### src/sv/assert_macros.svh
// Assertion macros used by the controller of the centroid core.
`ifndef ASSERT_MACROS_SVH
`define ASSERT_MACROS_SVH

`ifndef SYNTHESIS

// Antecedent implies consequent in the same cycle.
`define VRC_ASSERT_SAME(label, clk, rst_n, ante, cons) \
    label: assert property (@(posedge clk) disable iff (!rst_n) (ante) |-> (cons)) \
        else $error("same-cycle check failed");

// Antecedent implies consequent in the following cycle.
`define VRC_ASSERT_NEXT(label, clk, rst_n, ante, cons) \
    label: assert property (@(posedge clk) disable iff (!rst_n) (ante) |=> (cons)) \
        else $error("next-cycle check failed");

`else

`define VRC_ASSERT_SAME(label, clk, rst_n, ante, cons)
`define VRC_ASSERT_NEXT(label, clk, rst_n, ante, cons)

`endif

`endif

### src/sv/vrc_pkg.sv
// Shared constants, types and helpers of the voxel region centroid core.
package vrc_pkg;

    localparam int MAX_DIM    = 1024;
    localparam int FRAC_BITS  = 8;
    localparam int CRD_W      = $clog2(MAX_DIM);
    localparam int DIM_W      = 11;
    localparam int MASK_W     = 16;
    localparam int VAL_W      = 16;
    localparam int SUM_W      = 40;
    localparam int COUNT_W    = 31;
    localparam int MEAN_W     = 18;
    localparam int DIVD_W     = SUM_W + FRAC_BITS;
    localparam int DIV_STEPS  = MEAN_W;
    localparam int STEP_W     = $clog2(DIV_STEPS);
    localparam int CFG_IDX_W  = 2;
    localparam int CFG_DATA_W = 16;
    localparam int AXES       = 3;

    typedef logic [CRD_W-1:0]   t_crd;
    typedef logic [DIM_W-1:0]   t_dim;
    typedef logic [SUM_W-1:0]   t_sum;
    typedef logic [COUNT_W-1:0] t_count;
    typedef logic [MEAN_W-1:0]  t_mean;

    typedef enum logic [CFG_IDX_W-1:0] {
        REG_WIDTH  = 2'd0,
        REG_HEIGHT = 2'd1,
        REG_DEPTH  = 2'd2,
        REG_MASK   = 2'd3
    } t_reg_idx;

    typedef struct packed {
        logic acc_en;    // accepted voxel: accumulate and advance counters
        logic div_load;  // latch sums into the divider lanes, clear sums
        logic div_step;  // one restoring-division step in every lane
        logic out_load;  // capture result into the output register
    } t_cmd;

    typedef struct packed {
        logic vol_end;   // current voxel is the last of the volume
    } t_status;

    // Last coordinate in use along one axis; zero counts as one, oversize clamps.
    function automatic t_crd last_coord(input t_dim dim);
        if (dim == '0) begin
            return '0;
        end else if (dim > t_dim'(MAX_DIM)) begin
            return t_crd'(MAX_DIM - 1);
        end else begin
            return t_crd'(dim - t_dim'(1));
        end
    endfunction

endpackage

### src/sv/vrc_ctrl.sv
// Controller: voxel acceptance, division sequencing and result handshake.
`include "assert_macros.svh"

module vrc_ctrl (
    input  logic             i_clk,
    input  logic             i_rst_n,
    input  logic             i_in_valid,
    output logic             o_in_ready,
    output logic             o_out_valid,
    input  logic             i_out_ready,
    input  vrc_pkg::t_status i_status,
    output vrc_pkg::t_cmd    o_cmd
);
    import vrc_pkg::*;

    typedef enum logic [3:0] {
        S_ACC  = 4'b0001,
        S_LOAD = 4'b0010,
        S_DIV  = 4'b0100,
        S_WAIT = 4'b1000
    } t_state;

    t_state              r_state, n_state;
    logic [STEP_W-1:0]   r_step, n_step;
    logic                r_out_valid, n_out_valid;
    logic                accept;
    logic                out_free;

    assign o_in_ready  = (r_state == S_ACC);
    assign o_out_valid = r_out_valid;
    assign accept      = i_in_valid & o_in_ready;
    assign out_free    = ~r_out_valid | i_out_ready;

    always_comb begin
        n_state = r_state;
        n_step  = r_step;
        o_cmd   = '0;
        unique case (r_state)
            S_ACC: begin
                o_cmd.acc_en = accept;
                if (accept && i_status.vol_end) begin
                    n_state = S_LOAD;
                end
            end
            S_LOAD: begin
                o_cmd.div_load = 1'b1;
                n_step  = '0;
                n_state = S_DIV;
            end
            S_DIV: begin
                o_cmd.div_step = 1'b1;
                if (r_step == STEP_W'(DIV_STEPS - 1)) begin
                    n_state = S_WAIT;
                end else begin
                    n_step = r_step + STEP_W'(1);
                end
            end
            S_WAIT: begin
                if (out_free) begin
                    o_cmd.out_load = 1'b1;
                    n_state = S_ACC;
                end
            end
            default: begin
                n_state = S_ACC;
            end
        endcase
    end

    always_comb begin
        if (o_cmd.out_load) begin
            n_out_valid = 1'b1;
        end else if (i_out_ready) begin
            n_out_valid = 1'b0;
        end else begin
            n_out_valid = r_out_valid;
        end
    end

    always_ff @(posedge i_clk) begin
        if (!i_rst_n) begin
            r_state     <= S_ACC;
            r_step      <= '0;
            r_out_valid <= 1'b0;
        end else begin
            r_state     <= n_state;
            r_step      <= n_step;
            r_out_valid <= n_out_valid;
        end
    end

    // input closes for the division once the last voxel is taken
    `VRC_ASSERT_NEXT(a_end_stalls_input, i_clk, i_rst_n, accept && i_status.vol_end, !o_in_ready)
    // a new result never overwrites one still waiting
    `VRC_ASSERT_SAME(a_no_overwrite, i_clk, i_rst_n, o_cmd.out_load, !r_out_valid || i_out_ready)
    `VRC_ASSERT_SAME(a_step_bound, i_clk, i_rst_n, r_state == S_DIV, r_step < STEP_W'(DIV_STEPS))
    // result is presented right after capture
    `VRC_ASSERT_NEXT(a_load_shows, i_clk, i_rst_n, o_cmd.out_load, o_out_valid)

endmodule

### src/sv/vrc_dp.sv
// Datapath: configuration, raster counters, coordinate sums and divider lanes.
module vrc_dp (
    input  logic                                i_clk,
    input  logic                                i_rst_n,
    input  logic                                i_cfg_we,
    input  logic [vrc_pkg::CFG_IDX_W-1:0]       i_cfg_idx,
    input  logic [vrc_pkg::CFG_DATA_W-1:0]      i_cfg_data,
    input  logic [vrc_pkg::VAL_W-1:0]           i_voxel_value,
    input  vrc_pkg::t_cmd                       i_cmd,
    output vrc_pkg::t_status                    o_status,
    output logic [vrc_pkg::MEAN_W-1:0]          o_mean_x,
    output logic [vrc_pkg::MEAN_W-1:0]          o_mean_y,
    output logic [vrc_pkg::MEAN_W-1:0]          o_mean_z,
    output logic [vrc_pkg::COUNT_W-1:0]         o_selected_count,
    output logic                                o_empty_region
);
    import vrc_pkg::*;

    t_dim                r_width, r_height, r_depth;
    logic [MASK_W-1:0]   r_mask;

    t_crd                r_col, r_row, r_slice;
    t_sum                r_sum [AXES];
    t_count              r_count;

    t_count              r_divisor;
    logic                r_empty;
    t_count              r_rem [AXES];
    t_mean               r_quo [AXES];
    t_count              n_rem [AXES];
    t_mean               n_quo [AXES];
    logic [DIVD_W-1:0]   dividend [AXES];
    logic [COUNT_W:0]    trial [AXES];

    t_mean               r_mean_x, r_mean_y, r_mean_z;
    t_count              r_out_count;
    logic                r_out_empty;

    t_crd                last_x, last_y, last_z;
    logic                row_end, slice_end, vol_end, sel;
    t_crd                crd [AXES];

    assign last_x    = last_coord(r_width);
    assign last_y    = last_coord(r_height);
    assign last_z    = last_coord(r_depth);
    assign row_end   = (r_col >= last_x);
    assign slice_end = row_end && (r_row >= last_y);
    assign vol_end   = slice_end && (r_slice >= last_z);
    assign sel       = |(i_voxel_value & r_mask);
    assign crd[0]    = r_col;
    assign crd[1]    = r_row;
    assign crd[2]    = r_slice;

    assign o_status.vol_end = vol_end;

    // configuration registers
    always_ff @(posedge i_clk) begin
        if (!i_rst_n) begin
            r_width  <= t_dim'(MAX_DIM);
            r_height <= t_dim'(MAX_DIM);
            r_depth  <= t_dim'(MAX_DIM);
            r_mask   <= MASK_W'(1);
        end else if (i_cfg_we) begin
            unique case (t_reg_idx'(i_cfg_idx))
                REG_WIDTH:  r_width  <= i_cfg_data[DIM_W-1:0];
                REG_HEIGHT: r_height <= i_cfg_data[DIM_W-1:0];
                REG_DEPTH:  r_depth  <= i_cfg_data[DIM_W-1:0];
                REG_MASK:   r_mask   <= i_cfg_data[MASK_W-1:0];
                default:    r_mask   <= r_mask;
            endcase
        end
    end

    // raster counters
    always_ff @(posedge i_clk) begin
        if (!i_rst_n) begin
            r_col   <= '0;
            r_row   <= '0;
            r_slice <= '0;
        end else if (i_cmd.acc_en) begin
            if (vol_end) begin
                r_col   <= '0;
                r_row   <= '0;
                r_slice <= '0;
            end else if (!row_end) begin
                r_col <= r_col + t_crd'(1);
            end else begin
                r_col <= '0;
                if (!slice_end) begin
                    r_row <= r_row + t_crd'(1);
                end else begin
                    r_row   <= '0;
                    r_slice <= r_slice + t_crd'(1);
                end
            end
        end
    end

    // sums hold through the last voxel, then clear when the divider takes them
    always_ff @(posedge i_clk) begin
        if (!i_rst_n) begin
            for (int a = 0; a < AXES; a++) begin
                r_sum[a] <= '0;
            end
            r_count <= '0;
        end else if (i_cmd.div_load) begin
            for (int a = 0; a < AXES; a++) begin
                r_sum[a] <= '0;
            end
            r_count <= '0;
        end else if (i_cmd.acc_en && sel) begin
            for (int a = 0; a < AXES; a++) begin
                r_sum[a] <= r_sum[a] + t_sum'(crd[a]);
            end
            r_count <= r_count + t_count'(1);
        end
    end

    // restoring division, one quotient bit per step; the mean is below 2^MEAN_W,
    // so the dividend bits above MEAN_W start as a remainder already below the count
    always_comb begin
        for (int a = 0; a < AXES; a++) begin
            dividend[a] = DIVD_W'(r_sum[a]) << FRAC_BITS;
            trial[a]    = {r_rem[a], r_quo[a][MEAN_W-1]};
            if (trial[a] >= {1'b0, r_divisor}) begin
                n_rem[a] = t_count'(trial[a] - {1'b0, r_divisor});
                n_quo[a] = {r_quo[a][MEAN_W-2:0], 1'b1};
            end else begin
                n_rem[a] = t_count'(trial[a]);
                n_quo[a] = {r_quo[a][MEAN_W-2:0], 1'b0};
            end
        end
    end

    always_ff @(posedge i_clk) begin
        if (i_cmd.div_load) begin
            r_divisor <= r_count;
            r_empty   <= (r_count == '0);
            for (int a = 0; a < AXES; a++) begin
                r_rem[a] <= t_count'(dividend[a] >> MEAN_W);
                r_quo[a] <= dividend[a][MEAN_W-1:0];
            end
        end else if (i_cmd.div_step) begin
            for (int a = 0; a < AXES; a++) begin
                r_rem[a] <= n_rem[a];
                r_quo[a] <= n_quo[a];
            end
        end
    end

    // output register
    always_ff @(posedge i_clk) begin
        if (i_cmd.out_load) begin
            r_mean_x    <= r_empty ? '0 : r_quo[0];
            r_mean_y    <= r_empty ? '0 : r_quo[1];
            r_mean_z    <= r_empty ? '0 : r_quo[2];
            r_out_count <= r_divisor;
            r_out_empty <= r_empty;
        end
    end

    assign o_mean_x         = r_mean_x;
    assign o_mean_y         = r_mean_y;
    assign o_mean_z         = r_mean_z;
    assign o_selected_count = r_out_count;
    assign o_empty_region   = r_out_empty;

endmodule

### src/sv/voxel_region_centroid_core.sv
// Top level of the voxel region centroid core.
//
// Voxel values enter on i_in_valid / o_in_ready in raster order (x fastest,
// then y, then z); one transaction is accepted per cycle while a volume is
// being summed. Voxels whose value ANDed with the region mask is nonzero add
// their coordinates to three sums and bump a count.
// The last voxel of a volume starts the division: a load state and 18
// restoring steps, one quotient bit per cycle in three parallel lanes. The
// result (means with 8 fraction bits, count, empty flag) enters the output
// register once the division is done and the register is free, and is
// offered on o_out_valid / i_out_ready; the input stays closed until that
// capture. Accumulation of the next volume proceeds while a result waits;
// if the receiver stalls, the following result waits in the divider until
// the output register is free. Configuration (width, height, depth, mask)
// is written through i_cfg_we, i_cfg_idx and i_cfg_data, one register per
// cycle; the user must write it only while idle, and the block does not
// enforce this. Synchronous active-low reset clears counters, sums and
// handshake state and restores the dimensions to 1024 and the mask to 1.
module voxel_region_centroid_core (
    input  logic                                i_clk,
    input  logic                                i_rst_n,
    input  logic                                i_cfg_we,
    input  logic [vrc_pkg::CFG_IDX_W-1:0]       i_cfg_idx,
    input  logic [vrc_pkg::CFG_DATA_W-1:0]      i_cfg_data,
    input  logic                                i_in_valid,
    output logic                                o_in_ready,
    input  logic [vrc_pkg::VAL_W-1:0]           i_voxel_value,
    output logic                                o_out_valid,
    input  logic                                i_out_ready,
    output logic [vrc_pkg::MEAN_W-1:0]          o_mean_x,
    output logic [vrc_pkg::MEAN_W-1:0]          o_mean_y,
    output logic [vrc_pkg::MEAN_W-1:0]          o_mean_z,
    output logic [vrc_pkg::COUNT_W-1:0]         o_selected_count,
    output logic                                o_empty_region
);
    import vrc_pkg::*;

    t_cmd    cmd;
    t_status status;

    vrc_ctrl u_ctrl (
        .i_clk       (i_clk),
        .i_rst_n     (i_rst_n),
        .i_in_valid  (i_in_valid),
        .o_in_ready  (o_in_ready),
        .o_out_valid (o_out_valid),
        .i_out_ready (i_out_ready),
        .i_status    (status),
        .o_cmd       (cmd)
    );

    vrc_dp u_dp (
        .i_clk            (i_clk),
        .i_rst_n          (i_rst_n),
        .i_cfg_we         (i_cfg_we),
        .i_cfg_idx        (i_cfg_idx),
        .i_cfg_data       (i_cfg_data),
        .i_voxel_value    (i_voxel_value),
        .i_cmd            (cmd),
        .o_status         (status),
        .o_mean_x         (o_mean_x),
        .o_mean_y         (o_mean_y),
        .o_mean_z         (o_mean_z),
        .o_selected_count (o_selected_count),
        .o_empty_region   (o_empty_region)
    );

endmodule
### config.mk
export PLATFORM = sky130hd
export DESIGN_NAME = voxel_region_centroid_core
export DESIGN_NICKNAME = d
export VERILOG_FILES = /design/src/sv/vrc_pkg.sv /design/src/sv/vrc_ctrl.sv /design/src/sv/vrc_dp.sv /design/src/sv/voxel_region_centroid_core.sv
export VERILOG_INCLUDE_DIRS = /design/src /design/src/sv
export SDC_FILE = /design/constraint.sdc
export NUM_CORES = 1
export LEC_CHECK = 0
export BUFFER_PORTS_ARGS = -buffer_cell sky130_fd_sc_hd__buf_2
export CORE_ASPECT_RATIO = 1.1
export CORE_MARGIN = 5
export CORE_UTILIZATION = 40
export DETAILED_ROUTE_END_ITERATION = 10
export PLACE_DENSITY = 0.59
export SLEW_MARGIN = 40
export SYNTH_ARGS = -nofsm -noshare
export SYNTH_HDL_FRONTEND = slang
export SYNTH_SLANG_ARGS = --single-unit
### constraint.sdc
create_clock -name i_clk -period 6.5 [get_ports i_clk]
set_input_delay 0.975 -clock i_clk [delete_from_list [all_inputs] [get_ports i_clk]]
set_output_delay 0.975 -clock i_clk [all_outputs]
set_load 0.005 [all_outputs]
==> flow_summary.yaml <==
clock_tree:
  cts.repair.resized: 0
  clockRootBuffer: "clkbuf_16"
  h-tree-depth: 2
  ctsHoldBuffers: 0
  cts.path.max_buffers: 3
  cts.sinks: 505
  insertion_delay_ns: 0.63
  cts_buffers: 57
  post-cts-setup-buffer-count: 0
  cts.reportedPaths.clkPinSlew_ns: 0.06
  cts_tree: "built"
die:
  start_util: 0.4015
  core_mm2: 0.07287
  io_pins: 127
  die-width_um: 267.9
  rows: 104
  die_area_mm2: 0.07865
  die_h_um: 293.6
yosys:
  syn_area_per_cell_um2: 9.801
  ys_ff_latch: 505
  synth_flop_cell: "edfxtp_1"
  synth.area.top_cells: "edfxtp_1 (40%), dfxtp_1 (8.2%), ha_1 (7.0%), nand2_1 (4.9%), xnor2_1 (3.7%)"
  syn-cell-area_mm2: 0.02926
  synth_common_cells: "edfxtp_1 (385), nand2_1 (382), nor2_1 (278), a21oi_1 (169)"
  synth.distinct_cells: 83
  synth-seq-area-share: 0.4773
  synth_fp_nets: 3193
  synth.top_cell.area_share: 0.3952
  ys_warn_count: 0
  yosys.area.top_type: "edfxtp_1"
  synth_edf_count: 385
  async_flop_share: 0
  syn_inst: 2985
  synth.most_common_cell: "edfxtp_1"
sta:
  period_minus_slack_ns: 4.846
  setup_viol: 0
  worst_slew_margin_rel: 0.4437
  holdWs_ns: 0.4535
  clock-skew-final_ns: 0.01578
  hold_viol_final: 0
  fin_crit_sh: 0.7455
  drv_slew: 0
  tightest_slew_ns: 0.8323
  fin_tns_setup_ns: 0
  rsz0062_at_grt: "false"
  fmax_mhz: 206.4
power:
  pwr-share-seq: 0.483
  power.static_leakage_nw: 13.55
  power_density_mw_per_mm2: 229.6
  clock_power_share: 0.466
  p_sw_frac: 0.2335
  power.internal_mw: 5.794
  switchingPower_mw: 1.765
  power_mw: 7.558
  ir_drop_mv: 0.1736
  comb_power_share: 0.051
drt:
  routed_wl_um: 76050
  dr.pass1.iters: 6
  vias: 22330
  drtAntennaViolNets: 0
  drc: 0
  viasPerCell: 5.472
  avgRoutedWirePerCell_um: 18.64
  drtIter0Drc: 1530
grt:
  grt_antenna_before_repair: 2
  grt_pass1_wl_um: 121800
  grt_pass1_vias: 22320
  grtUsageTotal: 0.1898
  grt-ovfl-total: 0
  grt_max_degree: 168
placed_design:
  gp_congestion: 0.8522
  detailed_place_hpwl_um: 54600
  port_buffers: 126
  dp_cells: 3972
job:
  maxCapViolations: 0
worst_setup_path:
  cp.required_ns: 6.98
  r2r_setup_slack_ns: 1.65
  worstSetupEndpointType: "flop"
  critical_path_class: "flop to flop"
  cp_data_arrival_time_ns: 5.33
  r2r_end: "u_dp.r_slice[4]"
  r2r_cells: 15
  path_max_fanout: 9
  r2r-start: "u_dp.r_width[2]"
  worstSetupStartpointType: "flop"
final_layout:
  stdcell_count: 4080
  n_antenna_cell: 0
  nNetsFinal: 3285
  syn2layout_area_growth_pct: 12.50
  layout-drive-gt1-share: 0.09181
  nFillCells: 6879
hold_path:
  holdPathEnd: "u_dp.o_selected_count[3]"
  hp-class: "flop to flop"
  holdCritStartpoint: "u_dp.r_divisor[3]"
  hold_depth: 0
status:
  outcome: "finished, final reports clean"
worst max-delay path, stage by stage, from the launching register on:
cell      delay, ns
dfxtp_1        0.35
or4_1          0.60
nor4_1         0.52
nor3b_1        0.59
a21oi_1        0.17
ha_1           0.30
nand2b_1       0.10
a21o_1         0.11
a21o_1         0.11
a21oi_1        0.06
o31ai_1        0.26
buf_4          0.18
o211ai_1       0.29
or2_2          0.46
o21ai_1        0.49
nor2_1         0.11
power by group through the flow:
stage	logic [mW]	registers (mW)	clock network, mW
floorplan	0.286	3.69	0
global placement	0.374	3.71	0
detailed placement	0.389	3.72	0
CTS	0.392	3.65	3.60
global route	0.443	3.66	3.75
finish	0.387	3.65	3.52
state kept, by name, indices dropped and copies added, names as in the netlist, 31 cells and up:
signal / count
u_dp.r_sum: 120
u_dp.r_rem: 93
u_dp.r_quo: 54
u_dp.o_selected_count: 31
u_dp.r_count: 31
u_dp.r_divisor: 31
how the worst max path moves through the flow:
stage / start / to / slack, ns / cells past startpoint
after floorplan: i_out_ready / u_dp.o_empty_region / 1.10 / 2
after global placement: u_dp.r_width[2] / u_dp.r_slice[3] / 1.83 / 15
after detailed placement: u_dp.r_width[2] / u_dp.r_slice[4] / 1.70 / 15
after CTS: u_dp.r_width[2] / u_dp.r_slice[4] / 1.68 / 15
after global routing: u_dp.r_width[2] / u_dp.r_row[7] / 1.30 / 14
final: u_dp.r_width[2] / u_dp.r_slice[4] / 1.65 / 15
routing by layer:
layer  wire, um  share of wire  GRT usage
met5          0              0          0
met1      33630           0.44     0.2487
met4       2255          0.030    0.05494
met3       2680          0.035    0.02366
met2      37480           0.49     0.3313
layout make-up:
| type | count | area, um2 | area share |
|---|---|---|---|
| multi-input cells | 2257 | 14460 | 0.4393 |
| flip-flops and latches | 505 | 13960 | 0.4243 |
| clock buffers | 66 | 1513 | 0.04596 |
| well taps | 954 | 1194 | 0.03627 |
| repair buffers | 149 | 844.6 | 0.02566 |
| clock inverters | 42 | 534.3 | 0.01623 |
| inverters | 107 | 404.1 | 0.01228 |
per-stage QoR:
| step | worst slack (ns) | util | cell area, um2 |
|---|---|---|---|
| 4_1_cts | 1.679 | 0.4516 | 32910 |
| 5_1_grt | 1.297 | 0.4517 | 32910 |
| 3_5_place_dp | 1.702 | 0.4235 | 30860 |
| 2_1_floorplan | 1.103 | - | 29260 |
| 6_report | 1.654 | 0.4517 | 32910 |
| 3_3_place_gp | 1.833 | 0.4233 | 30840 |
cells by family (layout without fill, tap and decap cells):
kind of cell | after synthesis | in the layout | share of synthesized area
mux | 75 | 75 | 0.02570
compound gates | 633 | 633 | 0.1365
flops | 505 | 505 | 0.4773
fa+ha+maj | 170 | 170 | 0.07416
buf+inv | 223 | 364 | 0.03054
xor+xnor | 218 | 218 | 0.06526
simple gates | 1161 | 1161 | 0.1905
cell usage in the layout, fill, tap and decap left out, types with 16 or more instances in the layout:
cell type,instances
buf_2,126
nand2_1,380
xnor2_1,125
a21boi_0,37
o21ai_0,163
buf_4,19
nand3_1,79
edfxtp_1,385
nor2_1,278
mux2i_1,74
a31oi_1,26
and2_1,47
ha_1,163
nor3_1,49
dfxtp_1,120
o21a_1,24
a21o_1,80
xor2_1,93
clkbuf_16,59
nor2b_1,92
nand4_1,46
or3_1,39
o21ai_1,18
inv_1,106
and3_1,43
a21oi_1,169
nor4_1,16
(Power assumes the default switching activity.)
